**config.mk**
```make
export PLATFORM = sky130hd
export DESIGN_NAME = framed_packet_receiver_core
export DESIGN_NICKNAME = d
export VERILOG_FILES = /design/src/rtl/frp_pkg.sv /design/src/rtl/frp_buffer.sv /design/src/rtl/framed_packet_receiver_core.sv
export VERILOG_INCLUDE_DIRS = /design/src /design/src/rtl
export SDC_FILE = /design/constraint.sdc
export NUM_CORES = 1
export LEC_CHECK = 0
export ABC_AREA = 0
export BUFFER_PORTS_ARGS = -buffer_cell sky130_fd_sc_hd__buf_4
export CAP_MARGIN = 0
export CORE_UTILIZATION = 40
export DETAILED_ROUTE_END_ITERATION = 12
export PLACE_DENSITY = 0.63
export SETUP_SLACK_MARGIN = 0.4
export SYNTH_ARGS = -nofsm -noshare
export SYNTH_HDL_FRONTEND = slang
export SYNTH_SLANG_ARGS = --single-unit
```
**constraint.sdc**
```tcl
create_clock -name i_clk -period 3.5 [get_ports i_clk]
set_clock_uncertainty 0.1 [all_clocks]
set_input_delay 0 -clock i_clk [delete_from_list [all_inputs] [get_ports i_clk]]
set_output_delay 0 -clock i_clk [all_outputs]
set_load 0.02 [all_outputs]
```
**src/rtl/framed_packet_receiver_core_assert.svh**
```systemverilog
// assertion macros used by the receiver core
`ifndef FRAMED_PACKET_RECEIVER_CORE_ASSERT_SVH
`define FRAMED_PACKET_RECEIVER_CORE_ASSERT_SVH

// condition holds in the same cycle as the trigger
`define FRP_ASSERT_IMPLY(label, clk, rst_n, ante, cons) \
    label: assert property (@(posedge clk) disable iff (!rst_n) (ante) |-> (cons)) \
        else $error("receiver check failed: same-cycle implication");

// condition holds in the cycle after the trigger
`define FRP_ASSERT_NEXT(label, clk, rst_n, ante, cons) \
    label: assert property (@(posedge clk) disable iff (!rst_n) (ante) |=> (cons)) \
        else $error("receiver check failed: next-cycle implication");

`endif

```
**src/rtl/frp_pkg.sv**
```systemverilog
`default_nettype none

package frp_pkg;

    // default frame size in bytes, header and check byte included
    localparam int FRAME_BYTES_DEF = 64;

    // framing overhead: two header bytes, source, destination, length, check
    localparam int OVERHEAD = 6;

    localparam logic [7:0] HDR_FIRST  = 8'hAA;
    localparam logic [7:0] HDR_SECOND = 8'hBB;
    localparam logic [7:0] BROADCAST  = 8'hFF;

    // byte positions within a frame
    localparam int POS_HUNT    = 0;
    localparam int POS_HDR2    = 1;
    localparam int POS_SRC     = 2;
    localparam int POS_DST     = 3;
    localparam int POS_LEN     = 4;
    localparam int POS_PAYLOAD = 5;

    // payload store write from the parser
    typedef struct packed {
        logic       en;
        logic [7:0] data;
    } t_store_wr;

    // release of a checked frame to the readout side
    typedef struct packed {
        logic       go;
        logic [7:0] src;
        logic [7:0] dst;
    } t_release;

endpackage

`default_nettype wire

```
**src/rtl/frp_buffer.sv**
```systemverilog
`default_nettype none

module frp_buffer #(
    parameter int STORE_DEPTH = frp_pkg::FRAME_BYTES_DEF - frp_pkg::OVERHEAD,
    parameter int AW = (STORE_DEPTH > 1) ? $clog2(STORE_DEPTH) : 1,
    parameter int LW = $clog2(STORE_DEPTH + 1)
) (
    input  wire                     i_clk,
    input  wire                     i_rst_n,
    // store write port
    input  frp_pkg::t_store_wr      i_wr,
    input  wire  [AW-1:0]           i_wr_slot,
    // frame release
    input  frp_pkg::t_release       i_rel,
    input  wire  [LW-1:0]           i_rel_len,
    output logic                    o_busy,
    // result channel
    output logic                    o_out_valid,
    input  wire                     i_out_ready,
    output logic [7:0]              o_source_address,
    output logic [7:0]              o_dest_address,
    output logic [5:0]              o_payload_length,
    output logic                    o_payload_present,
    output logic [5:0]              o_byte_index,
    output logic [7:0]              o_payload_byte,
    output logic                    o_frame_last
);

    typedef enum logic [2:0] {
        S_IDLE = 3'b001,
        S_READ = 3'b010,
        S_LOAD = 3'b100
    } t_state;

    t_state          r_state, n_state;
    logic [LW-1:0]   r_idx, n_idx;
    logic [LW-1:0]   r_len, n_len;
    logic [7:0]      r_src, n_src;
    logic [7:0]      r_dst, n_dst;
    logic [7:0]      r_rd_data;
    logic [7:0]      r_mem [STORE_DEPTH];

    logic            r_out_valid, n_out_valid;
    logic [7:0]      r_o_src, n_o_src;
    logic [7:0]      r_o_dst, n_o_dst;
    logic [5:0]      r_o_len, n_o_len;
    logic            r_o_present, n_o_present;
    logic [5:0]      r_o_idx, n_o_idx;
    logic [7:0]      r_o_byte, n_o_byte;
    logic            r_o_last, n_o_last;

    logic            w_slot_free;
    logic            w_last;
    logic            w_present;

    // payload store, registered read
    always_ff @(posedge i_clk) begin
        if (i_wr.en) begin
            r_mem[i_wr_slot] <= i_wr.data;
        end
        if (r_state == S_READ) begin
            r_rd_data <= r_mem[r_idx[AW-1:0]];
        end
    end

    assign w_slot_free = !r_out_valid || i_out_ready;
    assign w_present   = (r_len != '0);
    assign w_last      = !w_present || ((r_idx + LW'(1)) == r_len);

    // readout sequencer and output register
    always_comb begin
        n_state     = r_state;
        n_idx       = r_idx;
        n_len       = r_len;
        n_src       = r_src;
        n_dst       = r_dst;
        n_out_valid = r_out_valid && !i_out_ready;
        n_o_src     = r_o_src;
        n_o_dst     = r_o_dst;
        n_o_len     = r_o_len;
        n_o_present = r_o_present;
        n_o_idx     = r_o_idx;
        n_o_byte    = r_o_byte;
        n_o_last    = r_o_last;
        unique case (r_state)
            S_IDLE: begin
                if (i_rel.go) begin
                    n_len   = i_rel_len;
                    n_src   = i_rel.src;
                    n_dst   = i_rel.dst;
                    n_idx   = '0;
                    n_state = S_READ;
                end
            end
            S_READ: begin
                n_state = S_LOAD;
            end
            S_LOAD: begin
                if (w_slot_free) begin
                    n_out_valid = 1'b1;
                    n_o_src     = r_src;
                    n_o_dst     = r_dst;
                    n_o_len     = 6'(r_len);
                    n_o_present = w_present;
                    n_o_idx     = 6'(r_idx);
                    n_o_byte    = w_present ? r_rd_data : 8'h00;
                    n_o_last    = w_last;
                    if (w_last) begin
                        n_state = S_IDLE;
                    end else begin
                        n_idx   = r_idx + LW'(1);
                        n_state = S_READ;
                    end
                end
            end
            default: begin
                n_state = S_IDLE;
            end
        endcase
    end

    // control state
    always_ff @(posedge i_clk) begin
        if (!i_rst_n) begin
            r_state     <= S_IDLE;
            r_out_valid <= 1'b0;
        end else begin
            r_state     <= n_state;
            r_out_valid <= n_out_valid;
        end
    end

    // frame info and result payload
    always_ff @(posedge i_clk) begin
        r_idx       <= n_idx;
        r_len       <= n_len;
        r_src       <= n_src;
        r_dst       <= n_dst;
        r_o_src     <= n_o_src;
        r_o_dst     <= n_o_dst;
        r_o_len     <= n_o_len;
        r_o_present <= n_o_present;
        r_o_idx     <= n_o_idx;
        r_o_byte    <= n_o_byte;
        r_o_last    <= n_o_last;
    end

    assign o_busy            = (r_state != S_IDLE);
    assign o_out_valid       = r_out_valid;
    assign o_source_address  = r_o_src;
    assign o_dest_address    = r_o_dst;
    assign o_payload_length  = r_o_len;
    assign o_payload_present = r_o_present;
    assign o_byte_index      = r_o_idx;
    assign o_payload_byte    = r_o_byte;
    assign o_frame_last      = r_o_last;

endmodule

`default_nettype wire

```
**src/rtl/framed_packet_receiver_core.sv**
```systemverilog
// Framed packet receiver.
// Input channel i_rx_valid / o_rx_ready / i_rx_byte carries one raw link byte
// per transfer. The parser hunts for 0xAA 0xBB, takes source, destination and
// length, stores the payload and checks the XOR byte that closes the frame.
// Destination must be i_cfg_wr_data as last written (reset 1) or 0xFF.
// The parser has no internal wait; it takes a byte whenever o_rx_ready is high.
// A good frame releases one result per payload byte (one result with
// payload_present low for an empty frame) on o_out_valid / i_out_ready.
// For each result the readout first reads the payload store (S_READ), then
// loads the output register (S_LOAD); it starts the next read only after
// that load, so results come one at a time. During the run
// o_rx_ready is low; it rises again once the last result is in the output
// register, so a new byte can be taken while that result still waits.
// A stalled receiver holds the output register and stops the readout.
// Reset clears the parser to header hunt, empties the output register and
// sets the device address to 1; the payload store is not cleared.
`default_nettype none

module framed_packet_receiver_core #(
    parameter int FRAME_BYTES = frp_pkg::FRAME_BYTES_DEF
) (
    input  wire         i_clk,
    input  wire         i_rst_n,
    // configuration
    input  wire         i_cfg_wr_en,
    input  wire  [7:0]  i_cfg_wr_data,
    // byte input
    input  wire         i_rx_valid,
    output logic        o_rx_ready,
    input  wire  [7:0]  i_rx_byte,
    // results
    output logic        o_out_valid,
    input  wire         i_out_ready,
    output logic [7:0]  o_source_address,
    output logic [7:0]  o_dest_address,
    output logic [5:0]  o_payload_length,
    output logic        o_payload_present,
    output logic [5:0]  o_byte_index,
    output logic [7:0]  o_payload_byte,
    output logic        o_frame_last
);

    localparam int STORE_DEPTH = FRAME_BYTES - frp_pkg::OVERHEAD;
    localparam int AW = (STORE_DEPTH > 1) ? $clog2(STORE_DEPTH) : 1;
    localparam int LW = $clog2(STORE_DEPTH + 1);
    localparam int PW = $clog2(FRAME_BYTES);

    logic [7:0]         r_device_address;
    logic [PW-1:0]      r_pos, n_pos;
    logic [7:0]         r_xor, n_xor;
    logic [7:0]         r_src, n_src;
    logic [7:0]         r_dst, n_dst;
    logic [LW-1:0]      r_len, n_len;

    logic               w_busy;
    logic               w_rx_fire;
    logic [AW-1:0]      w_slot;
    logic [PW:0]        w_pay_end;
    logic [8:0]         w_len_total;
    frp_pkg::t_store_wr w_wr;
    frp_pkg::t_release  w_rel;

    assign o_rx_ready  = !w_busy;
    assign w_rx_fire   = i_rx_valid && !w_busy;
    assign w_slot      = AW'(r_pos - PW'(frp_pkg::POS_PAYLOAD));
    assign w_pay_end   = (PW+1)'(r_len) + (PW+1)'(frp_pkg::POS_PAYLOAD);
    assign w_len_total = {1'b0, i_rx_byte} + 9'(frp_pkg::OVERHEAD);

    // frame parser
    always_comb begin
        n_pos       = r_pos;
        n_xor       = r_xor;
        n_src       = r_src;
        n_dst       = r_dst;
        n_len       = r_len;
        w_wr.en     = 1'b0;
        w_wr.data   = i_rx_byte;
        w_rel.go    = 1'b0;
        w_rel.src   = r_src;
        w_rel.dst   = r_dst;
        if (w_rx_fire) begin
            if (r_pos == PW'(frp_pkg::POS_HUNT)) begin
                if (i_rx_byte == frp_pkg::HDR_FIRST) begin
                    n_pos = PW'(frp_pkg::POS_HDR2);
                end
            end else if (r_pos == PW'(frp_pkg::POS_HDR2)) begin
                n_pos = (i_rx_byte == frp_pkg::HDR_SECOND) ? PW'(frp_pkg::POS_SRC)
                                                          : PW'(frp_pkg::POS_HUNT);
            end else if (r_pos == PW'(frp_pkg::POS_SRC)) begin
                n_src = i_rx_byte;
                n_xor = i_rx_byte;
                n_pos = PW'(frp_pkg::POS_DST);
            end else if (r_pos == PW'(frp_pkg::POS_DST)) begin
                n_dst = i_rx_byte;
                if (i_rx_byte != r_device_address && i_rx_byte != frp_pkg::BROADCAST) begin
                    n_pos = PW'(frp_pkg::POS_HUNT);
                end else begin
                    n_xor = r_xor ^ i_rx_byte;
                    n_pos = PW'(frp_pkg::POS_LEN);
                end
            end else if (r_pos == PW'(frp_pkg::POS_LEN)) begin
                if (w_len_total > 9'(FRAME_BYTES)) begin
                    n_pos = PW'(frp_pkg::POS_HUNT);
                end else begin
                    n_len = LW'(i_rx_byte);
                    n_xor = r_xor ^ i_rx_byte;
                    n_pos = PW'(frp_pkg::POS_PAYLOAD);
                end
            end else if ((PW+1)'(r_pos) < w_pay_end) begin
                // payload byte into the store
                w_wr.en = 1'b1;
                n_xor   = r_xor ^ i_rx_byte;
                n_pos   = r_pos + PW'(1);
            end else begin
                // check byte closes the frame
                w_rel.go = (r_xor == i_rx_byte);
                n_pos    = PW'(frp_pkg::POS_HUNT);
            end
        end
    end

    // parser state and device address
    always_ff @(posedge i_clk) begin
        if (!i_rst_n) begin
            r_device_address <= 8'h01;
            r_pos            <= PW'(frp_pkg::POS_HUNT);
            r_xor            <= 8'h00;
            r_src            <= 8'h00;
            r_dst            <= 8'h00;
            r_len            <= '0;
        end else begin
            if (i_cfg_wr_en) begin
                r_device_address <= i_cfg_wr_data;
            end
            r_pos <= n_pos;
            r_xor <= n_xor;
            r_src <= n_src;
            r_dst <= n_dst;
            r_len <= n_len;
        end
    end

    // payload store and readout
    frp_buffer #(
        .STORE_DEPTH (STORE_DEPTH),
        .AW          (AW),
        .LW          (LW)
    ) u_buffer (
        .i_clk             (i_clk),
        .i_rst_n           (i_rst_n),
        .i_wr              (w_wr),
        .i_wr_slot         (w_slot),
        .i_rel             (w_rel),
        .i_rel_len         (r_len),
        .o_busy            (w_busy),
        .o_out_valid       (o_out_valid),
        .i_out_ready       (i_out_ready),
        .o_source_address  (o_source_address),
        .o_dest_address    (o_dest_address),
        .o_payload_length  (o_payload_length),
        .o_payload_present (o_payload_present),
        .o_byte_index      (o_byte_index),
        .o_payload_byte    (o_payload_byte),
        .o_frame_last      (o_frame_last)
    );

`include "framed_packet_receiver_core_assert.svh"

    // a released frame stalls input and leaves the parser hunting
    `FRP_ASSERT_NEXT(a_release_stalls, i_clk, i_rst_n, w_rel.go, w_busy && (r_pos == '0))
    // in the payload phase the stored length fits the frame
    `FRP_ASSERT_IMPLY(a_len_fits, i_clk, i_rst_n, (int'(r_pos) >= frp_pkg::POS_PAYLOAD), (int'(r_len) + frp_pkg::OVERHEAD <= FRAME_BYTES))
    // the position never passes the check byte slot
    `FRP_ASSERT_IMPLY(a_pos_bound, i_clk, i_rst_n, (int'(r_pos) >= frp_pkg::POS_PAYLOAD), (int'(r_pos) <= int'(r_len) + frp_pkg::POS_PAYLOAD))
    // an empty frame result is the last and carries a zero byte
    `FRP_ASSERT_IMPLY(a_empty_result, i_clk, i_rst_n, o_out_valid && !o_payload_present, o_frame_last && (o_payload_byte == 8'h00) && (o_byte_index == 6'd0))

endmodule

`default_nettype wire
```
# Word level (Yosys, flattened, before mapping)
# Memory sizes are Yosys's and may differ from the RTL's. A register that Yosys moved wholly into a read port is not among the register bits.
# Cells that the tools add are included.
dict set report totals {
  mem_count 1
  inputBits 21
  regBits 114
  latchBits 0
  mem_bits_rw 464
  out_inout_bits 40
  romBits 0
}
# name depth word_bits rd rd_clocked_by_memory_dff write_ports line_no
set memory_table {}
lappend memory_table {u_buffer.r_mem 58 8 1 1 1 frp_buffer.sv:41} ;# logic [7:0] r_mem [STORE_DEPTH];
dict set report classes {
  div_mod_pow 0
  n_lt_le_gt_ge 2
  n_reduce_logical 22
  bitwise 6
  n_addsub 5
  n_shift 0
  mul 0
  n_mux 42
  n_eq_ne 20
}
# operator count
set ops {}
lappend ops {{$mux W6} 10}
lappend ops {{$mux W8} 6}
lappend ops {{$mux W1} 18}
lappend ops {{$eq A8 B8 Y1 const B} 2}
lappend ops {{$add A6 B1 Y6 const B} 2}
lappend ops {{$eq A6 B2 Y1 const B} 2}
lappend ops {{$mux W3} 4}
lappend ops {{$pmux W6 S2} 1}
lappend ops {{$add A8 B3 Y9 const B} 1}
lappend ops {{$gt A9 B7 Y1 const B} 1}
lappend ops {{$pmux W3 S3} 1}
lappend ops {{$eq A8 B8 Y1} 1}
lappend ops {{$ne A8 B8 Y1} 1}
lappend ops {{$ne A8 B8 Y1 const B} 1}
lappend ops {{$reduce_and A2 Y1} 4}
lappend ops {{$reduce_and A4 Y1} 2}
lappend ops {{$xor A8 B8 Y8} 1}
lappend ops {{$add A6 B3 Y7 const B} 1}
lappend ops {{$lt A6 B7 Y1} 1}
lappend ops {{$reduce_and A7 Y1} 1}
lappend ops {{$eq A6 B1 Y1 const B} 1}
lappend ops {{$eq A6 B3 Y1 const B} 1}
lappend ops {{$eq A6 B6 Y1} 1}
lappend ops {{$logic_not A6 Y1} 1}
lappend ops {{other kinds (19)} 32}

# Logic depth before layout (Yosys ltp)
dict set report depth {
  depth_word 11
  mapped_depth 11
}

# Cells and area by module
# Synthesis repeated with hierarchy kept, for this count alone.
dict set report hier_totals {
  hier_cells 1295
  area_unflattened_um2 23695.2
}
# mod cells_each area_per_inst_um2 instances
set by_module_without_submodules {}
lappend by_module_without_submodules {frp_buffer 984 21000.1 1}
lappend by_module_without_submodules {framed_packet_receiver_core 311 2695.1 1}

# Least setup slack after synthesis
# No wires, ideal clock.
dict set report synth_timing {
  kind {flip-flop to flip-flop}
  start {reg r_len[0]}
  end {mem u_buffer.r_mem[24][0] (enable)}
  setup_time_ps 371
  t_required_ps 3029
  arrival_ps 2731
  setup_slack_ps 298
  stages_incl_launch_ff 11
  cell_sequence {dfxtp_1 > ha_1 > o21ai_0 > xor2_1 > ha_1 > a21oi_1 > nor2b_1 > o31a_1 > nor3_1 > nand4_1 > nor2_1}
}
dict set report synth_via {
  elab_chain_cells 11
}
# element line_no
set synth_lines {}
lappend synth_lines {{start: declaration} framed_packet_receiver_core.sv:53} ;# logic [LW-1:0] r_len, n_len;
lappend synth_lines {{start signal: assignment} framed_packet_receiver_core.sv:139} ;# r_len <= n_len;
lappend synth_lines {{$add A6 B3 Y7} framed_packet_receiver_core.sv:66} ;# assign w_pay_end = (PW+1)'(r_len) + (PW+1)'(frp_pkg::POS_PAYLOAD);
lappend synth_lines {{$lt A6 B7 Y1} framed_packet_receiver_core.sv:109} ;# end else if ((PW+1)'(r_pos) < w_pay_end) begin
lappend synth_lines {{$mux W1} framed_packet_receiver_core.sv:109}
lappend synth_lines {{$mux W1} framed_packet_receiver_core.sv:101} ;# end else if (r_pos == PW'(frp_pkg::POS_LEN)) begin
lappend synth_lines {{$mux W1} framed_packet_receiver_core.sv:93} ;# end else if (r_pos == PW'(frp_pkg::POS_DST)) begin
lappend synth_lines {{$mux W1} framed_packet_receiver_core.sv:89} ;# end else if (r_pos == PW'(frp_pkg::POS_SRC)) begin
lappend synth_lines {{$mux W1} framed_packet_receiver_core.sv:86} ;# end else if (r_pos == PW'(frp_pkg::POS_HDR2)) begin
lappend synth_lines {{$mux W1} framed_packet_receiver_core.sv:82} ;# if (r_pos == PW'(frp_pkg::POS_HUNT)) begin
lappend synth_lines {{$mux W1} framed_packet_receiver_core.sv:81} ;# if (w_rx_fire) begin
lappend synth_lines {{$mux W1} frp_buffer.sv:58} ;# if (i_wr.en) begin
lappend synth_lines {{$mux W1 (not written as such)} frp_buffer.sv:59} ;# r_mem[i_wr_slot] <= i_wr.data;
lappend synth_lines {{end: declaration} frp_buffer.sv:41}
# Every way passes these cells.

# Worst setup path after layout
dict set report layout_timing {
  start {reg r_len[1]}
  end {mem u_buffer.r_mem[20][3] (enable)}
}
# Same word-level chain as after synthesis.

==> results by group <==
Outcome
  – Status: complete, no violations

Power and ir drop
  – Maximum VDD drop: 0.000358 V
  – Total power draw: 13.8 mW
  – Pwr per Cell Area: 497 nW/um^2
  – P_int: 11.0 mW
  – P_leak: 9.29 nW
  – Clock group share of total power: 42.9%
  – P_sw: 2.75 mW
  – Net Sw Frac: 19.9%
  – Power share of the combinational group: 1.7%
  – Flop pwr share: 55.4%

Final layout
  – Fill cells: 4811
  – N_diodes: 0
  – Layout cells sized above 1: 26.5%
  – Final core utilization: 48.0%
  – Area grow syn2layout: 18.3%
  – Most flops, register: u_buffer.r_mem
  – Max reg flops: 464
  – Nets: 1519

Global routing
  – Vias in the first global route: 12800
  – Pin count of the biggest net entering global routing: 61
  – GRT overflow: 0
  – Initial antenna violation count: 2
  – Gr usage total: 18.2%
  – Global-route wire length before repair: 81.1 mm

Synth
  – Ys async rst share: 0%
  – Mapped Area: 23400 um^2
  – Area leader, netlist: edfxtp_1
  – Most frequent cell after synthesis: edfxtp_1
  – Syn_area_per_cell: 18.2 um^2
  – Post-synthesis sequential area ratio: 73.0%
  – Count of cell types in the netlist: 61
  – Cells after Synth: 1285
  – Yosys warns: 0
  – Share of the synthesized area in the top cell type: 68.9%
  – EDFF count, synth: 538
  – Ys flop type: edfxtp_1
  – Top cells by area, synth: edfxtp_1 69%, mux4_2 12%, dfxtp_1 4.1%
  – Commonest cells in the netlist: 538 x edfxtp_1, 120 x mux4_2, 100 x nor2_1
  – Synth Register Bits: 586
  – Syn nets: 1318

Setup path
  – Count of buffer and inverter cells on the critical path: 3
  – CP Launch Type: flop
  – CP Class: flop to flop
  – R2R setup slack: 500 ps
  – Slowest cell on the critical path: dfxtp_4
  – Crit path max-delay family: buffers and inverters
  – CP most frequent cell: buf_4
  – CP max FO: 8
  – Worst path arrival time: 3230 ps
  – Worst Setup End Kind: flop
  – CP cell instances: ha_4 > o21ai_2 > xor2_1 > ha_1 > a21oi_2 > nor2b_1 > o31a_1 > nor3_1 > buf_4 > nand4_1 > buf_6 > nor2_1 > buf_4
  – Peak per-stage delay on the critical path: 360 ps
  – Req. time, crit path: 3720 ps

Floorplan
  – Die ar.: 59600 um^2
  – Core ar.: 57800 um^2
  – Initial Utilization: 40.5%
  – DIE HEIGHT: 244 um
  – Die width: 244 um
  – I/O pin total: 61
  – Site row count: 88

Routing
  – M1 wire length: 22.5 mm
  – DRC violation total after the first TritonRoute iteration: 1003
  – ANT nets after route: 0
  – Top sig layer: met4
  – Met3 WL post-DR: 2.87 mm
  – Pre-Repair DR Iteration Count: 5
  – DR WL/cell: 23.4 um
  – Met2 wire length: 27.0 mm
  – DR vias/cell: 5.44
  – Wirelength, routed: 53.7 mm
  – Residual DRC: 0
  – Vias: 12500

Clock tree
  – Clock buffer count from CTS: 57
  – Clk sink count: 586
  – Htree depth: 2
  – Worst-path clk slew: 60 ps
  – CTS tree: built
  – Clock latency on the worst-skew pair: 620 ps
  – Max Buffers Root-to-Sink: 3
  – Root Driver: clkbuf_16

STA
  – Final Hold Viols: 0
  – Setup TNS: 0 ps
  – Min Tclk post-route: 3000 ps
  – Setup violations, final: 0
  – Slew of the pin with the lowest slew margin: 1080 ps
  – Final period utilization: 85.8%
  – Max-slew violations: 0
  – Worst slew margin: 27.7%
  – RSZ-0062 raised after global routing: yes
  – FMAX: 0.333 GHz

Placed design
  – PortBufs: 60
  – Dpl hpwl: 33.7 mm
  – Gpl congestion: 0.830

Flow run
  – Max-cap violations: 0

Worst hold path
  – Worst min path class: input pin to flop
-- power groups by stage --
stage	Clock, mW	Sequential [mW]	Combinational (mW)
after floorplan	0	7.78	0.0589
after global placement	0	7.78	0.197
after detailed placement	0	7.78	0.204
after CTS	6.02	7.63	0.241
after global routing	6.29	7.62	0.257
final	5.90	7.63	0.237
-- worst paths after layout --
path                                     from                                      to  cells after the start
setup / recovery        r_len[1]$_SDFFE_PN0P_         u_buffer.r_mem[20][3]$_DFFE_PP_                     13
hold reg to reg   u_buffer.r_src[7]$_DFFE_PP_  u_buffer.o_source_address[7]$_DFFE_PP_                      0
setup reg to reg        r_len[1]$_SDFFE_PN0P_         u_buffer.r_mem[20][3]$_DFFE_PP_                     13
hold / removal                        i_rst_n        u_buffer.r_state[0]$_SDFFE_PN1P_                      3
-- cell families after synthesis --
family	count (synthesis)	share of synthesized area (%)
AOI/OAI and AO/OA	126	3.64
xor gates and xnor gates	34	1.39
adders and majority gates	12	0.641
buffers and inverters	82	1.64
DFF	586	73.0
muxes	180	14.1
and+or+nand+nor	265	5.55
-- cell type report --
| type | count | area, um^2 | share of cell area, % |
|---|---|---|---|
| Clock inverter | 32 | 243 | 0.876 |
| Inverter | 16 | 60.1 | 0.217 |
| Timing Repair Buffer | 207 | 1750 | 6.32 |
| Tap cell | 765 | 957 | 3.45 |
| Sequential cell | 586 | 17100 | 61.8 |
| Clock buffer | 75 | 1550 | 5.58 |
| Multi-Input combinational cell | 618 | 6040 | 21.8 |
-- through the flow --
| stage | std cells | worst slack [ps] | hold slack [ps] | cell area (um^2) |
|---|---|---|---|---|
| after floorplan | 1285 | 298 | -1.13 | 23500 |
| after global placement | 2151 | 120 | 145 | 25400 |
| after detailed placement | 2151 | 70.0 | 153 | 25400 |
| after CTS | 2295 | 408 | 115 | 27600 |
| after global routing | 2299 | 344 | 181 | 27700 |
| final | 2299 | 497 | 196 | 27700 |
-- repair_timing --
action / 4_1_cts / 5_1_grt
buffers inserted: 1 / 4
pin swaps: 8 / 9
hold endpoints to repair: 78 / 0
cloned: 1 / 0
setup endpoints to repair: 443 / 238
hold buffers: 35 / 0
gates resized for setup: 14 / 15
-- worst reg2reg max path, cell delays in order (launching register included) --
cell	delay, ps
dfxtp_4	360
ha_4	170
o21ai_2	120
xor2_1	160
ha_1	270
a21oi_2	130
nor2b_1	60
o31a_1	300
nor3_1	150
buf_4	150
nand4_1	210
buf_6	230
nor2_1	120
buf_4	200
-- placed cells by master, fill, tap and decap left out, types with 6 or more instances in the layout --
cell           count
a21oi_1           27
a221oi_1           8
a31oi_1           14
and2_1            15
and3_1             7
buf_12             6
buf_4            160
clkbuf_1          15
clkbuf_16         60
clkinv_1          12
clkinv_2           9
clkinvlp_4         6
dfxtp_1           45
dlygate4sd3_1     35
edfxtp_1         538
ha_1              11
inv_1             15
mux2i_1           56
mux4_2           120
nand2_1           48
nand3_1           15
nand4_1           11
nor2_1            91
nor2b_1           17
nor3_1             8
o211ai_1           6
o21ai_0           13
o221ai_1           8
o22ai_1           12
or3_1              7
xnor2_1           15
xor2_1            16
-- metal layers --
metal | global-route usage (%) | vias to the layer above
met3 | 3.06 | 81
met2 | 30.3 | 384
met5 | 0 | -
li1 | - | 5571
met4 | 5.37 | 0
met1 | 24.5 | 6480
(Power assumes the default switching activity.)
